[config.mk]
export PLATFORM = sky130hd
export DESIGN_NAME = tdc_channel_to_tube_position
export DESIGN_NICKNAME = d
export VERILOG_FILES = /design/src/sv/tctp_pkg.sv /design/src/sv/tctp_cfg.sv /design/src/sv/tctp_map.sv /design/src/sv/tctp_pos.sv /design/src/sv/tdc_channel_to_tube_position.sv
export SDC_FILE = /design/constraint.sdc
export NUM_CORES = 2
export LEC_CHECK = 0
export BUFFER_PORTS_ARGS = -buffer_cell sky130_fd_sc_hd__buf_2
export CAP_MARGIN = 25
export CORE_MARGIN = 2
export CORE_UTILIZATION = 63
export DETAILED_ROUTE_END_ITERATION = 6
export GPL_ROUTABILITY_DRIVEN = 0
export GPL_TIMING_DRIVEN = 0
export PLACE_DENSITY_LB_ADDON = 0.12
export SETUP_SLACK_MARGIN = 0.2
export SYNTH_ARGS = -nofsm -noshare
export SYNTH_HDL_FRONTEND = slang
export SYNTH_SLANG_ARGS = --single-unit
export TNS_END_PERCENT = 5
[constraint.sdc]
create_clock -name i_clk -period 5.8 [get_ports i_clk]
set_clock_uncertainty 0.15 [all_clocks]
set_input_delay 1.16 -clock i_clk [delete_from_list [all_inputs] [get_ports i_clk]]
set_output_delay 1.16 -clock i_clk [all_outputs]
set_load 0.05 [all_outputs]
[src/sv/tctp_pkg.sv]
// Shared types, widths and constants of the hit-to-tube position mapper.
`default_nettype none
package tctp_pkg;

    // Field widths
    localparam int BOARD_W = 5;
    localparam int CHAN_W  = 5;
    localparam int ML_W    = 2;
    localparam int BASE_W  = 6;
    localparam int LAYER_W = 4;
    localparam int COL_W   = 9;
    localparam int POS_W   = 22;
    localparam int PITCH_W = 16;
    localparam int MLP_W   = 18;

    // APB register file
    localparam int ADDR_W = 5;
    localparam int DATA_W = 32;

    // Fixed chamber geometry
    localparam int NUM_CHANNELS          = 24;
    localparam int LAYERS_PER_MULTILAYER = 4;
    localparam int ML_SHIFT              = $clog2(LAYERS_PER_MULTILAYER);

    localparam logic [POS_W-1:0] POS_MAX = '1;

    // Register indexes
    localparam logic [2:0] REG_CHAMBER_KIND     = 3'd0;
    localparam logic [2:0] REG_FLIP_BOARDS      = 3'd1;
    localparam logic [2:0] REG_COLUMN_BY_TUBE   = 3'd2;
    localparam logic [2:0] REG_TRIGGER_BOARD    = 3'd3;
    localparam logic [2:0] REG_COLUMN_PITCH     = 3'd4;
    localparam logic [2:0] REG_LAYER_PITCH      = 3'd5;
    localparam logic [2:0] REG_TUBE_RADIUS      = 3'd6;
    localparam logic [2:0] REG_MULTILAYER_PITCH = 3'd7;

    // Reset values of the geometry registers
    localparam logic [PITCH_W-1:0] COLUMN_PITCH_RST     = 16'd3866;
    localparam logic [PITCH_W-1:0] LAYER_PITCH_RST      = 16'd3348;
    localparam logic [PITCH_W-1:0] TUBE_RADIUS_RST      = 16'd1920;
    localparam logic [MLP_W-1:0]   MULTILAYER_PITCH_RST = 18'd57403;

    typedef struct packed {
        logic               chamber_kind;
        logic               flip_boards;
        logic               column_by_tube;
        logic [BOARD_W-1:0] trigger_board;
        logic [PITCH_W-1:0] column_pitch;
        logic [PITCH_W-1:0] layer_pitch;
        logic [PITCH_W-1:0] tube_radius;
        logic [MLP_W-1:0]   multilayer_pitch;
    } t_cfg;

    typedef struct packed {
        logic               action;
        logic [BOARD_W-1:0] board;
        logic [CHAN_W-1:0]  channel;
        logic [ML_W-1:0]    entry_multilayer;
        logic [BASE_W-1:0]  entry_column;
        logic               entry_active;
    } t_req;

    typedef struct packed {
        logic [LAYER_W-1:0] layer;
        logic [COL_W-1:0]   column;
        logic               hit_valid;
    } t_tube;

endpackage
`default_nettype wire

[src/sv/tctp_cfg.sv]
// APB register file holding the chamber geometry and mapping mode.
`default_nettype none
module tctp_cfg (
    input  wire logic                          i_clk,
    input  wire logic                          i_rst_n,
    input  wire logic                          psel,
    input  wire logic                          penable,
    input  wire logic                          pwrite,
    input  wire logic [tctp_pkg::ADDR_W-1:0]   paddr,
    input  wire logic [tctp_pkg::DATA_W-1:0]   pwdata,
    output logic      [tctp_pkg::DATA_W-1:0]   prdata,
    output logic                               pready,
    output tctp_pkg::t_cfg                     o_cfg
);
    import tctp_pkg::*;

    t_cfg       r_cfg;
    t_cfg       n_cfg;
    logic       wr_en;
    logic [2:0] reg_idx;

    assign pready  = 1'b1;
    assign wr_en   = psel && penable && pwrite && pready;
    assign reg_idx = paddr[ADDR_W-1:2];

    // Write decode
    always_comb begin
        n_cfg = r_cfg;
        if (wr_en) begin
            unique case (reg_idx)
                REG_CHAMBER_KIND:     n_cfg.chamber_kind     = pwdata[0];
                REG_FLIP_BOARDS:      n_cfg.flip_boards      = pwdata[0];
                REG_COLUMN_BY_TUBE:   n_cfg.column_by_tube   = pwdata[0];
                REG_TRIGGER_BOARD:    n_cfg.trigger_board    = pwdata[BOARD_W-1:0];
                REG_COLUMN_PITCH:     n_cfg.column_pitch     = pwdata[PITCH_W-1:0];
                REG_LAYER_PITCH:      n_cfg.layer_pitch      = pwdata[PITCH_W-1:0];
                REG_TUBE_RADIUS:      n_cfg.tube_radius      = pwdata[PITCH_W-1:0];
                REG_MULTILAYER_PITCH: n_cfg.multilayer_pitch = pwdata[MLP_W-1:0];
                default:              n_cfg = r_cfg;
            endcase
        end
    end

    always_ff @(posedge i_clk) begin
        if (!i_rst_n) begin
            r_cfg.chamber_kind     <= 1'b0;
            r_cfg.flip_boards      <= 1'b0;
            r_cfg.column_by_tube   <= 1'b0;
            r_cfg.trigger_board    <= '0;
            r_cfg.column_pitch     <= COLUMN_PITCH_RST;
            r_cfg.layer_pitch      <= LAYER_PITCH_RST;
            r_cfg.tube_radius      <= TUBE_RADIUS_RST;
            r_cfg.multilayer_pitch <= MULTILAYER_PITCH_RST;
        end else begin
            r_cfg <= n_cfg;
        end
    end

    // Read-back
    always_comb begin
        unique case (reg_idx)
            REG_CHAMBER_KIND:     prdata = DATA_W'(r_cfg.chamber_kind);
            REG_FLIP_BOARDS:      prdata = DATA_W'(r_cfg.flip_boards);
            REG_COLUMN_BY_TUBE:   prdata = DATA_W'(r_cfg.column_by_tube);
            REG_TRIGGER_BOARD:    prdata = DATA_W'(r_cfg.trigger_board);
            REG_COLUMN_PITCH:     prdata = DATA_W'(r_cfg.column_pitch);
            REG_LAYER_PITCH:      prdata = DATA_W'(r_cfg.layer_pitch);
            REG_TUBE_RADIUS:      prdata = DATA_W'(r_cfg.tube_radius);
            REG_MULTILAYER_PITCH: prdata = DATA_W'(r_cfg.multilayer_pitch);
            default:              prdata = '0;
        endcase
    end

    assign o_cfg = r_cfg;

endmodule
`default_nettype wire

[src/sv/tctp_map.sv]
// Board table and channel-to-tube mapping stage.
`default_nettype none
module tctp_map #(
    parameter int NUM_BOARDS   = 32,
    parameter int TUBE_LAYERS  = 8,
    parameter int TUBE_COLUMNS = 54
) (
    input  wire logic           i_clk,
    input  wire logic           i_rst_n,
    input  wire tctp_pkg::t_cfg i_cfg,
    input  wire logic           i_req_valid,
    input  wire tctp_pkg::t_req i_req,
    output logic                o_valid,
    output tctp_pkg::t_tube     o_tube
);
    import tctp_pkg::*;

    localparam int IDX_W = (NUM_BOARDS > 1) ? $clog2(NUM_BOARDS) : 1;

    logic [ML_W-1:0]   r_ml     [NUM_BOARDS];
    logic [BASE_W-1:0] r_base   [NUM_BOARDS];
    logic              r_active [NUM_BOARDS];

    logic               board_ok;
    logic [IDX_W-1:0]   idx;
    logic               wr_en;
    logic [ML_W-1:0]    rd_ml;
    logic [BASE_W-1:0]  rd_base;
    logic               rd_active;
    logic [1:0]         lmap;
    logic [COL_W-1:0]   cmap;
    logic [COL_W-1:0]   base_col;
    t_tube              n_tube;
    logic               r_valid;
    t_tube              r_tube;

    assign board_ok = {1'b0, i_req.board} < (BOARD_W + 1)'(NUM_BOARDS);
    assign idx      = i_req.board[IDX_W-1:0];
    assign wr_en    = i_req_valid && !i_req.action && board_ok;

    // Board table, cleared at reset
    always_ff @(posedge i_clk) begin
        if (!i_rst_n) begin
            for (int b = 0; b < NUM_BOARDS; b++) begin
                r_ml[b]     <= '0;
                r_base[b]   <= '0;
                r_active[b] <= 1'b0;
            end
        end else if (wr_en) begin
            r_ml[idx]     <= i_req.entry_multilayer;
            r_base[idx]   <= i_req.entry_column;
            r_active[idx] <= i_req.entry_active;
        end
    end

    // Entry read; boards beyond the table read as empty
    assign rd_ml     = board_ok ? r_ml[idx]     : '0;
    assign rd_base   = board_ok ? r_base[idx]   : '0;
    assign rd_active = board_ok ? r_active[idx] : 1'b0;

    // Channel pattern
    always_comb begin
        if (i_cfg.flip_boards) begin
            lmap = i_cfg.chamber_kind ? (i_req.channel[1:0] + 2'd2) : ~i_req.channel[1:0];
            cmap = COL_W'(i_req.channel[CHAN_W-1:2]);
        end else begin
            lmap = i_cfg.chamber_kind ? (i_req.channel[1:0] ^ 2'b01) : i_req.channel[1:0];
            cmap = COL_W'(5) - COL_W'(i_req.channel[CHAN_W-1:2]);
        end
    end

    // Base column, as tube number or in units of six
    assign base_col = i_cfg.column_by_tube ? COL_W'(rd_base)
                    : (COL_W'(rd_base) << 2) + (COL_W'(rd_base) << 1);

    always_comb begin
        n_tube.layer     = {rd_ml, lmap};
        n_tube.column    = base_col + cmap;
        n_tube.hit_valid = board_ok && (i_req.board != i_cfg.trigger_board) && rd_active
                        && (i_req.channel < CHAN_W'(NUM_CHANNELS))
                        && ({1'b0, n_tube.layer} < (LAYER_W + 1)'(TUBE_LAYERS))
                        && ({1'b0, n_tube.column} < (COL_W + 1)'(TUBE_COLUMNS));
    end

    always_ff @(posedge i_clk) begin
        if (!i_rst_n) begin
            r_valid <= 1'b0;
        end else begin
            r_valid <= i_req_valid && i_req.action;
        end
    end

    always_ff @(posedge i_clk) begin
        r_tube <= n_tube;
    end

    assign o_valid = r_valid;
    assign o_tube  = r_tube;

    // A load lands in the table by the next cycle
    assert property (@(posedge i_clk) disable iff (!i_rst_n)
        wr_en |=> (r_active[$past(idx)] == $past(i_req.entry_active))
               && (r_base[$past(idx)] == $past(i_req.entry_column)))
        else $error("board table entry not updated by load");

endmodule
`default_nettype wire

[src/sv/tctp_pos.sv]
// Tube centre position: product stage, then sum and saturation into the result register.
`default_nettype none
module tctp_pos (
    input  wire logic                            i_clk,
    input  wire logic                            i_rst_n,
    input  wire tctp_pkg::t_cfg                  i_cfg,
    input  wire logic                            i_valid,
    input  wire tctp_pkg::t_tube                 i_tube,
    output logic                                 o_strobe,
    output logic      [tctp_pkg::LAYER_W-1:0]    o_tube_layer,
    output logic      [tctp_pkg::COL_W-1:0]      o_tube_column,
    output logic                                 o_hit_valid,
    output logic      [tctp_pkg::POS_W-1:0]      o_x_pos,
    output logic      [tctp_pkg::POS_W-1:0]      o_y_pos
);
    import tctp_pkg::*;

    localparam int Q_W     = LAYER_W - ML_SHIFT;
    localparam int CPROD_W = COL_W + PITCH_W;
    localparam int LPROD_W = LAYER_W + PITCH_W;
    localparam int MPROD_W = MLP_W + Q_W;
    localparam int QPROD_W = PITCH_W + Q_W;
    localparam int XSUM_W  = CPROD_W + 1;
    localparam int YS_W    = POS_W + 2;

    logic [Q_W-1:0]     q;
    logic               r_a_valid;
    t_tube              r_a_tube;
    logic               r_a_parity;
    logic [CPROD_W-1:0] r_col_prod;
    logic [LPROD_W-1:0] r_lay_prod;
    logic [MPROD_W-1:0] r_mlp_prod;
    logic [QPROD_W-1:0] r_lpq_prod;

    logic [XSUM_W-1:0]     x_sum;
    logic [POS_W-1:0]      y_pos_part;
    logic signed [YS_W-1:0] y_sum;
    logic [POS_W-1:0]      n_x;
    logic [POS_W-1:0]      n_y;

    logic               r_strobe;
    t_tube              r_out_tube;
    logic [POS_W-1:0]   r_x;
    logic [POS_W-1:0]   r_y;

    // Multilayer index of the layer
    assign q = i_tube.layer[LAYER_W-1:ML_SHIFT];

    // Product stage
    always_ff @(posedge i_clk) begin
        if (!i_rst_n) begin
            r_a_valid <= 1'b0;
        end else begin
            r_a_valid <= i_valid;
        end
    end

    always_ff @(posedge i_clk) begin
        r_a_tube   <= i_tube;
        r_a_parity <= i_tube.layer[0] ^ ~i_cfg.chamber_kind;
        r_col_prod <= CPROD_W'(i_tube.column) * CPROD_W'(i_cfg.column_pitch);
        r_lay_prod <= LPROD_W'(i_tube.layer) * LPROD_W'(i_cfg.layer_pitch);
        r_mlp_prod <= MPROD_W'(i_cfg.multilayer_pitch) * MPROD_W'(q);
        r_lpq_prod <= QPROD_W'(i_cfg.layer_pitch) * QPROD_W'(q);
    end

    // Sums; x is never negative, y stays below the top of range
    assign x_sum = XSUM_W'(i_cfg.tube_radius) + XSUM_W'(r_col_prod)
                 + (r_a_parity ? XSUM_W'(i_cfg.column_pitch[PITCH_W-1:1]) : '0);
    assign y_pos_part = POS_W'(i_cfg.tube_radius) + POS_W'(r_lay_prod) + POS_W'(r_mlp_prod);
    assign y_sum = $signed(YS_W'(y_pos_part)) - $signed(YS_W'({r_lpq_prod, 2'b00}));

    always_comb begin
        if (!r_a_tube.hit_valid) begin
            n_x = '0;
            n_y = '0;
        end else begin
            n_x = (x_sum > XSUM_W'(POS_MAX)) ? POS_MAX : x_sum[POS_W-1:0];
            n_y = y_sum[YS_W-1] ? '0 : y_sum[POS_W-1:0];
        end
    end

    // Result register
    always_ff @(posedge i_clk) begin
        if (!i_rst_n) begin
            r_strobe <= 1'b0;
        end else begin
            r_strobe <= r_a_valid;
        end
    end

    always_ff @(posedge i_clk) begin
        r_out_tube <= r_a_tube;
        r_x        <= n_x;
        r_y        <= n_y;
    end

    assign o_strobe      = r_strobe;
    assign o_tube_layer  = r_out_tube.layer;
    assign o_tube_column = r_out_tube.column;
    assign o_hit_valid   = r_out_tube.hit_valid;
    assign o_x_pos       = r_x;
    assign o_y_pos       = r_y;

endmodule
`default_nettype wire

[src/sv/tdc_channel_to_tube_position.sv]
// Top level of the hit-to-tube position mapper.
// Takes one request per clock: busy is held low, so a request is accepted on
// every cycle with start high. A hit request gives its result on the o_ ports,
// marked by o_strobe for one cycle; a load request writes the board table and
// gives no result. There are four register stages: input capture, table read
// and channel mapping, the position products, and the sum with saturation. The
// board table sits in flip-flops cleared at reset, so no clearing pass follows
// reset. Results come in request order and cannot be held off by the receiver.
`default_nettype none
module tdc_channel_to_tube_position #(
    parameter int NUM_BOARDS   = 32,
    parameter int TUBE_LAYERS  = 8,
    parameter int TUBE_COLUMNS = 54
) (
    input  wire logic                          i_clk,
    input  wire logic                          i_rst_n,
    // request channel
    input  wire logic                          start,
    output logic                               busy,
    input  wire logic                          i_action,
    input  wire logic [tctp_pkg::BOARD_W-1:0]  i_board,
    input  wire logic [tctp_pkg::CHAN_W-1:0]   i_channel,
    input  wire logic [tctp_pkg::ML_W-1:0]     i_entry_multilayer,
    input  wire logic [tctp_pkg::BASE_W-1:0]   i_entry_column,
    input  wire logic                          i_entry_active,
    // result channel
    output logic                               o_strobe,
    output logic      [tctp_pkg::LAYER_W-1:0]  o_tube_layer,
    output logic      [tctp_pkg::COL_W-1:0]    o_tube_column,
    output logic                               o_hit_valid,
    output logic      [tctp_pkg::POS_W-1:0]    o_x_pos,
    output logic      [tctp_pkg::POS_W-1:0]    o_y_pos,
    // configuration
    input  wire logic                          psel,
    input  wire logic                          penable,
    input  wire logic                          pwrite,
    input  wire logic [tctp_pkg::ADDR_W-1:0]   paddr,
    input  wire logic [tctp_pkg::DATA_W-1:0]   pwdata,
    output logic      [tctp_pkg::DATA_W-1:0]   prdata,
    output logic                               pready
);
    import tctp_pkg::*;

    t_cfg   cfg;
    logic   r_req_valid;
    t_req   r_req;
    logic   map_valid;
    t_tube  map_tube;

    assign busy = 1'b0;

    tctp_cfg u_cfg (
        .i_clk   (i_clk),
        .i_rst_n (i_rst_n),
        .psel    (psel),
        .penable (penable),
        .pwrite  (pwrite),
        .paddr   (paddr),
        .pwdata  (pwdata),
        .prdata  (prdata),
        .pready  (pready),
        .o_cfg   (cfg)
    );

    // Request capture
    always_ff @(posedge i_clk) begin
        if (!i_rst_n) begin
            r_req_valid <= 1'b0;
        end else begin
            r_req_valid <= start && !busy;
        end
    end

    always_ff @(posedge i_clk) begin
        r_req.action           <= i_action;
        r_req.board            <= i_board;
        r_req.channel          <= i_channel;
        r_req.entry_multilayer <= i_entry_multilayer;
        r_req.entry_column     <= i_entry_column;
        r_req.entry_active     <= i_entry_active;
    end

    tctp_map #(
        .NUM_BOARDS   (NUM_BOARDS),
        .TUBE_LAYERS  (TUBE_LAYERS),
        .TUBE_COLUMNS (TUBE_COLUMNS)
    ) u_map (
        .i_clk       (i_clk),
        .i_rst_n     (i_rst_n),
        .i_cfg       (cfg),
        .i_req_valid (r_req_valid),
        .i_req       (r_req),
        .o_valid     (map_valid),
        .o_tube      (map_tube)
    );

    tctp_pos u_pos (
        .i_clk         (i_clk),
        .i_rst_n       (i_rst_n),
        .i_cfg         (cfg),
        .i_valid       (map_valid),
        .i_tube        (map_tube),
        .o_strobe      (o_strobe),
        .o_tube_layer  (o_tube_layer),
        .o_tube_column (o_tube_column),
        .o_hit_valid   (o_hit_valid),
        .o_x_pos       (o_x_pos),
        .o_y_pos       (o_y_pos)
    );

    // Every result traces back to an accepted hit request
    assert property (@(posedge i_clk) disable iff (!i_rst_n)
        o_strobe |-> $past(start && !busy && i_action, 4))
        else $error("result without a matching hit request");

    // A load request never produces a result
    assert property (@(posedge i_clk) disable iff (!i_rst_n)
        (start && !busy && !i_action) |-> ##4 !o_strobe)
        else $error("load request produced a result");

    // A valid hit lies inside the chamber bounds
    assert property (@(posedge i_clk) disable iff (!i_rst_n)
        (o_strobe && o_hit_valid) |->
            ({1'b0, o_tube_layer} < (LAYER_W + 1)'(TUBE_LAYERS))
            && ({1'b0, o_tube_column} < (COL_W + 1)'(TUBE_COLUMNS)))
        else $error("valid hit outside chamber bounds");

endmodule
`default_nettype wire

== Word level (Yosys, flattened, before mapping) ==
Memories as Yosys holds them, arrays and structs flattened. A register that Yosys moved wholly into a read port is not among the register bits.
Cells that the tools add are included.
W data, S select, Z words.
Operators by class
  equal/unequal tests: 8
  magnitude comparators: 4
  muxes and demuxes: 21
  add/sub/neg operators: 9
  reduce and logical (&&, ||, !) cells: 22
  bitwise operators: 5
  multipliers: 4
Operator list (count)
  $pmux W32 S8: 1
  $add A16 B25 Y26: 1
  $add A26 B26 Y26: 1
  $gt A26 B22 Y1 const B: 1
  $mul A9 B16 Y25: 1
  $sub A22 B20 Y23: 1
  $add A22 B20 Y22: 1
  $mux W22: 1
  $add A16 B20 Y21: 1
  $mul A18 B2 Y20: 1
  $mul A4 B16 Y20: 1
  $mul A16 B2 Y18: 1
  $mux W9: 2
  $reduce_and A2 Y1: 8
  $mux W15: 1
  $mux W5: 3
  $eq A3 B3 Y1 const B: 4
  $add A8 B7 Y9: 1
  $add A9 B9 Y9: 1
  $lt A9 B6 Y1 const B: 1
  $mux W1: 9
  $logic_and A1 B1 Y1: 8
  $eq A3 B2 Y1 const B: 2
  $mux W2: 3
  other kinds (15): 18
Word-level totals
  bits in registers: 268
  input port bits: 63
  memories: 3
  RAM bits: 288
  logic and storage cells: 110
Memory list
  u_map.r_base: depth 32, width 6, read ports 1, clocked after Yosys merged registers in 1, wr ports 32, line tctp_map.sv:21  | logic [BASE_W-1:0] r_base [NUM_BOARDS];
  u_map.r_ml: depth 32, width 2, read ports 1, clocked after Yosys merged registers in 1, wr ports 32, line tctp_map.sv:20  | logic [ML_W-1:0] r_ml [NUM_BOARDS];
  u_map.r_active: depth 32, width 1, read ports 1, clocked after Yosys merged registers in 1, wr ports 32, line tctp_map.sv:22  | logic r_active [NUM_BOARDS];

== Depth between registers and ports, before layout ==
  depth in word-level cells: 7
  depth in mapped cells: 28

== Modules after synthesis ==
A second synthesis with hierarchy kept.
Second synthesis, totals
  cells, all modules: 3043
  area, all modules: 33002.9 um^2
Modules (own cells, without submodules)
  tctp_pos: area each 14707.9 um^2, times used 1, cells an instance 1575
  tctp_map: area each 14295.0 um^2, times used 1, cells an instance 1079
  tctp_cfg: area each 3562.2 um^2, times used 1, cells an instance 365
  tdc_channel_to_tube_position: area each 437.9 um^2, times used 1, cells an instance 24

== Worst setup path after synthesis ==
OpenSTA, ideal clock, no wires.
  path type: register to register
  start: register u_cfg.r_cfg, in the netlist u_cfg.o_cfg[18]
  end: register u_pos.r_y[17], in the netlist u_pos.o_y_pos[17]
  arrival time: 4.784 ns
  buffers on the path: 1
  data required time: 5.535 ns
  path slack: 0.751 ns
  period minus slack after synthesis: 5.049 ns
  stages on the path, launching flop included: 27
  setup time: 0.115 ns
  path through: dfxtp_1 ha_1 inv_1 fa_1 nand2b_1 a21oi_2 a211oi_1 xnor2_1 ha_1 a211oi_1 nand2b_1 o32ai_1 o21ai_0 a21oi_1 o21bai_1 xor2_1 ha_1 a21oi_1 nand2_1 a21o_1 a21oi_1 o21ai_0 nand3_1 nand2_1 o31ai_4 buf_4 nor2_1
On the way
  cells in the longest elaborated chain, start to end: 4
RTL lines
  start, declared: line tctp_cfg.sv:17  | t_cfg r_cfg;
  start signal, assigned: line tctp_cfg.sv:55  | r_cfg <= n_cfg;
  $add A16 B20 Y21 *: line tctp_pos.sv:70  | assign y_pos_part = POS_W'(i_cfg.tube_radius) + POS_W'(r_lay_prod) + POS_W'(r_mlp_prod);
  $add A22 B20 Y22 *: line tctp_pos.sv:70
  $sub A22 B20 Y23 *: line tctp_pos.sv:71  | assign y_sum = $signed(YS_W'(y_pos_part)) - $signed(YS_W'({r_lpq_prod, 2'b00}));
  $reduce_or A2 Y1 (no line)
  end signal, assigned: line tctp_pos.sv:95  | r_y <= n_y;
  end, declared: line tctp_pos.sv:44  | logic [POS_W-1:0] r_y;
Mark *: on every way between the ends. The rest lies on a longest branch, timed or not.
A chain may end at the register's enable or synchronous reset.

== Worst setup path in the final report ==
  start: register u_cfg.r_cfg, in the netlist u_cfg.o_cfg[18]
  end: register u_pos.r_y[11], in the netlist u_pos.o_y_pos[11]
The elaborated chain is that of the path after synthesis.

==> results.sh <==
export IMPL_status="finished, final reports clean"
export IMPL_critPathArrivalTime_ps=5920
export IMPL_hold_viol=0
export IMPL_yosysWarningCount=0
export IMPL_rsz0062_at_grt="yes"
export IMPL_worst_slack_ps=250
export IMPL_p_per_area_nw_per_um2=450
export IMPL_place_port_buffers=118
export IMPL_cts_buffers_inserted=58
export IMPL_antenna_found_initial=6
export IMPL_drtIter0Drc=2140
export IMPL_vias=24381
export IMPL_die_area_um2=53700
export IMPL_max_stage_delay_ps=400
export IMPL_crit_fanout=5
export IMPL_crit_slowest_cell="fa_1"
export IMPL_drt_vias_per_instance=6.01
export IMPL_final_common_cell="and2_1"
export IMPL_synth_area_um2=32700
export IMPL_critPathCaptureType="flip-flop"
export IMPL_synth_seq_area_share_pct=41.9
export IMPL_clk_latency_ps=650
export IMPL_area_delta_synth_final_pct=12.3
export IMPL_grt_ovfl_total=0
export IMPL_hp_class="reg2reg"
export IMPL_cts_tree="yes"
export IMPL_worstMarginPinSlew_ps=1140
export IMPL_coreArea_um2=51300
export IMPL_die_w_um=232
export IMPL_synthCells=3080
export IMPL_h_tree_depth=2
export IMPL_cap_viol_max_count=0
export IMPL_layout_nets=3723
export IMPL_io_pins=156
export IMPL_cts_root_buf="clkbuf_16"
export IMPL_crit_family="compound AO/OA/AOI/OAI gates"
export IMPL_max_freq_mhz=180
export IMPL_drt_wl_total_um=88900
export IMPL_avgSynthCellArea_um2=10.6
export IMPL_drive_above_1_share_pct=13.2
export IMPL_required_ps=6170
export IMPL_clk_pin_slew_ps=60
export IMPL_synth_async_reset_ratio_pct=0
export IMPL_grt_pass1_wl_um=135000
export IMPL_maxSlewHeadroom_pct=23.8
export IMPL_crit_type="reg2reg"
export IMPL_peakVddDrop_uv=788
export IMPL_dp_hpwl_um=67000
export IMPL_finalSetupTns_ps=0
export IMPL_place_inst=3926
export IMPL_p_leak_nw=15.8
export IMPL_final_antenna_net_count=0
export IMPL_wire_per_inst_um=21.9
export IMPL_initial_core_util_pct=63.7
export IMPL_fin_crit_sh_pct=95.7
export IMPL_first_pass_iters=6
export IMPL_ys_types=75
export IMPL_grt_max_degree=17
export IMPL_rows=83
export IMPL_cts_path_max_buffers=3
export IMPL_final_cell_mix="and2_1 (441), nand2_1 (350), dfxtp_1 (295), edfxtp_1 (256), ha_1 (189)"
export IMPL_fin_cells=4054
export IMPL_synth_main_ff_cell="dfxtp_1"
export IMPL_clock_sinks=556
export IMPL_place_ws_ps=-342
export IMPL_grt_pass1_vias=24179
export IMPL_path_buf_inv=3
export IMPL_setup_viol=0
export IMPL_drv_slew=0
export IMPL_path_common_cell="ha_1"
export IMPL_gr_usage_all_layers_pct=33.4
export IMPL_die_h_um=232
export IMPL_synth_seq_cells=556
export IMPL_drc_errors=0
export IMPL_synth_edff_count=256
export IMPL_period_minus_slack_ps=5550
export IMPL_worst_setup_path_start_kind="flip-flop"
routing by layer:
layer	routed length [um]	vias to the layer above	track usage, %
met5	21	-	0
li1	-	11032	-
met2	41900	1241	55.5
met3	8490	327	7.10
met4	5850	4	18.5
met1	32600	11777	40.7
metrics by stage:
stage | cell area [um2] | power [mW] | util [%] | hold slack (ps)
global route | 36700 | 17.7 | 71.5 | 184
global placement | 34200 | 12.2 | 66.6 | 162
CTS | 36500 | 16.3 | 71.2 | 179
finish | 36700 | 16.5 | 71.5 | 178
floorplan | 32700 | 10.7 | - | 160
detailed placement | 34400 | 12.4 | 67.1 | 162
Yosys cell counts (3+ instances only):
cell | n | area share (%)
o21bai_1 | 23 | 0.53
o21a_1 | 46 | 1.1
a21boi_0 | 51 | 1.2
a311oi_1 | 3 | 0.080
mux4_2 | 87 | 6.0
nor3_1 | 30 | 0.46
nor2_1 | 150 | 1.7
a31oi_1 | 10 | 0.19
xor2_1 | 36 | 0.96
buf_1 | 6 | 0.069
a21oi_1 | 92 | 1.4
buf_2 | 7 | 0.11
fa_1 | 150 | 9.2
nor2b_1 | 24 | 0.46
o211ai_1 | 9 | 0.21
edfxtp_1 | 256 | 24
a22oi_1 | 36 | 0.83
o41ai_1 | 3 | 0.080
xnor2_1 | 107 | 2.9
or2_2 | 11 | 0.21
nor4_1 | 4 | 0.077
dfxtp_1 | 300 | 18
nand4_1 | 12 | 0.23
nor3b_1 | 3 | 0.069
and2_1 | 441 | 8.4
nand3b_1 | 3 | 0.069
o311ai_0 | 3 | 0.080
o31ai_1 | 3 | 0.069
a21o_1 | 33 | 0.76
and3_1 | 17 | 0.33
inv_1 | 167 | 1.9
mux2i_1 | 9 | 0.28
nand2_1 | 351 | 4.0
a211oi_1 | 16 | 0.37
o21ai_0 | 131 | 2.0
a211o_1 | 3 | 0.080
buf_6 | 3 | 0.10
clkbuf_1 | 124 | 1.4
or3_1 | 8 | 0.15
nand3_1 | 48 | 0.74
buf_4 | 17 | 0.39
nand2b_1 | 15 | 0.29
ha_1 | 190 | 7.3
what timing repair did:
| item | in CTS | in global routing |
|---|---|---|
| buffers inserted | 5 | 7 |
| pin swaps | 7 | 11 |
| endpoints found under the setup margin | 28 | 28 |
| gates cloned | 2 | 0 |
| resized for setup | 23 | 48 |
| hold buffers | 0 | 0 |
worst paths after layout:
path | start | to | slack (ps) | cells after the start
worst max-delay path | u_cfg.o_cfg[18] | u_pos.o_y_pos[11] | 250 | 26
worst min-delay path | u_map.o_tube[0] | u_pos.r_a_tube[0] | 180 | 0
worst max register to register | u_cfg.o_cfg[18] | u_pos.o_y_pos[11] | 250 | 26
worst min register to register | u_map.o_tube[0] | u_pos.r_a_tube[0] | 180 | 0
report_power, final:
part           total [mW]  internal (mW)  leakage, nW  switching (mW)
sequential           4.65           4.46         5.21           0.195
clock                3.86           2.23        0.959            1.63
combinational        8.00           3.54         9.62            4.46
total                16.5           10.2         15.8            6.29
layout make-up:
type / instances / area, um2
tap: 680 / 851
sequential: 556 / 13700
inverter: 167 / 627
clock buffer: 84 / 1620
buffer: 157 / 717
multi-input combinational: 2214 / 17900
fill: 3794 / 14600
timing repair buffer: 166 / 961
clock inverter: 26 / 350
antenna: 4 / 10.0
cell families after synthesis:
| logic type | Yosys count | synth area share [%] |
|---|---|---|
| AO/OA/AOI/OAI | 487 | 9.71 |
| other | 2 | 0.0230 |
| AND/OR/NAND/NOR | 1129 | 17.7 |
| buffers and inverters | 324 | 4.01 |
| multiplexers | 98 | 6.34 |
| XOR/XNOR | 144 | 3.88 |
| flip-flops | 556 | 41.9 |
| adder cells (fa/ha/maj) | 340 | 16.5 |
sequential cells by signal, summed over array words and instances (netlist names):
signal,flops
r_req,20
u_map.r_active,32
u_map.o_tube,14
u_pos.o_x_pos,22
u_pos.r_a_parity,1
r_req_valid,1
u_pos.r_lay_prod,20
u_pos.o_strobe,1
u_map.r_base,192
u_pos.r_a_valid,1
u_pos.o_tube_column,9
u_pos.r_lpq_prod,18
u_pos.r_a_tube,14
u_pos.r_mlp_prod,20
u_pos.o_hit_valid,1
u_pos.o_tube_layer,4
u_map.o_valid,1
u_map.r_ml,64
u_cfg.o_cfg,74
u_pos.r_col_prod,25
u_pos.o_y_pos,22
No activity file was read; power rests on OpenSTA's default activity.
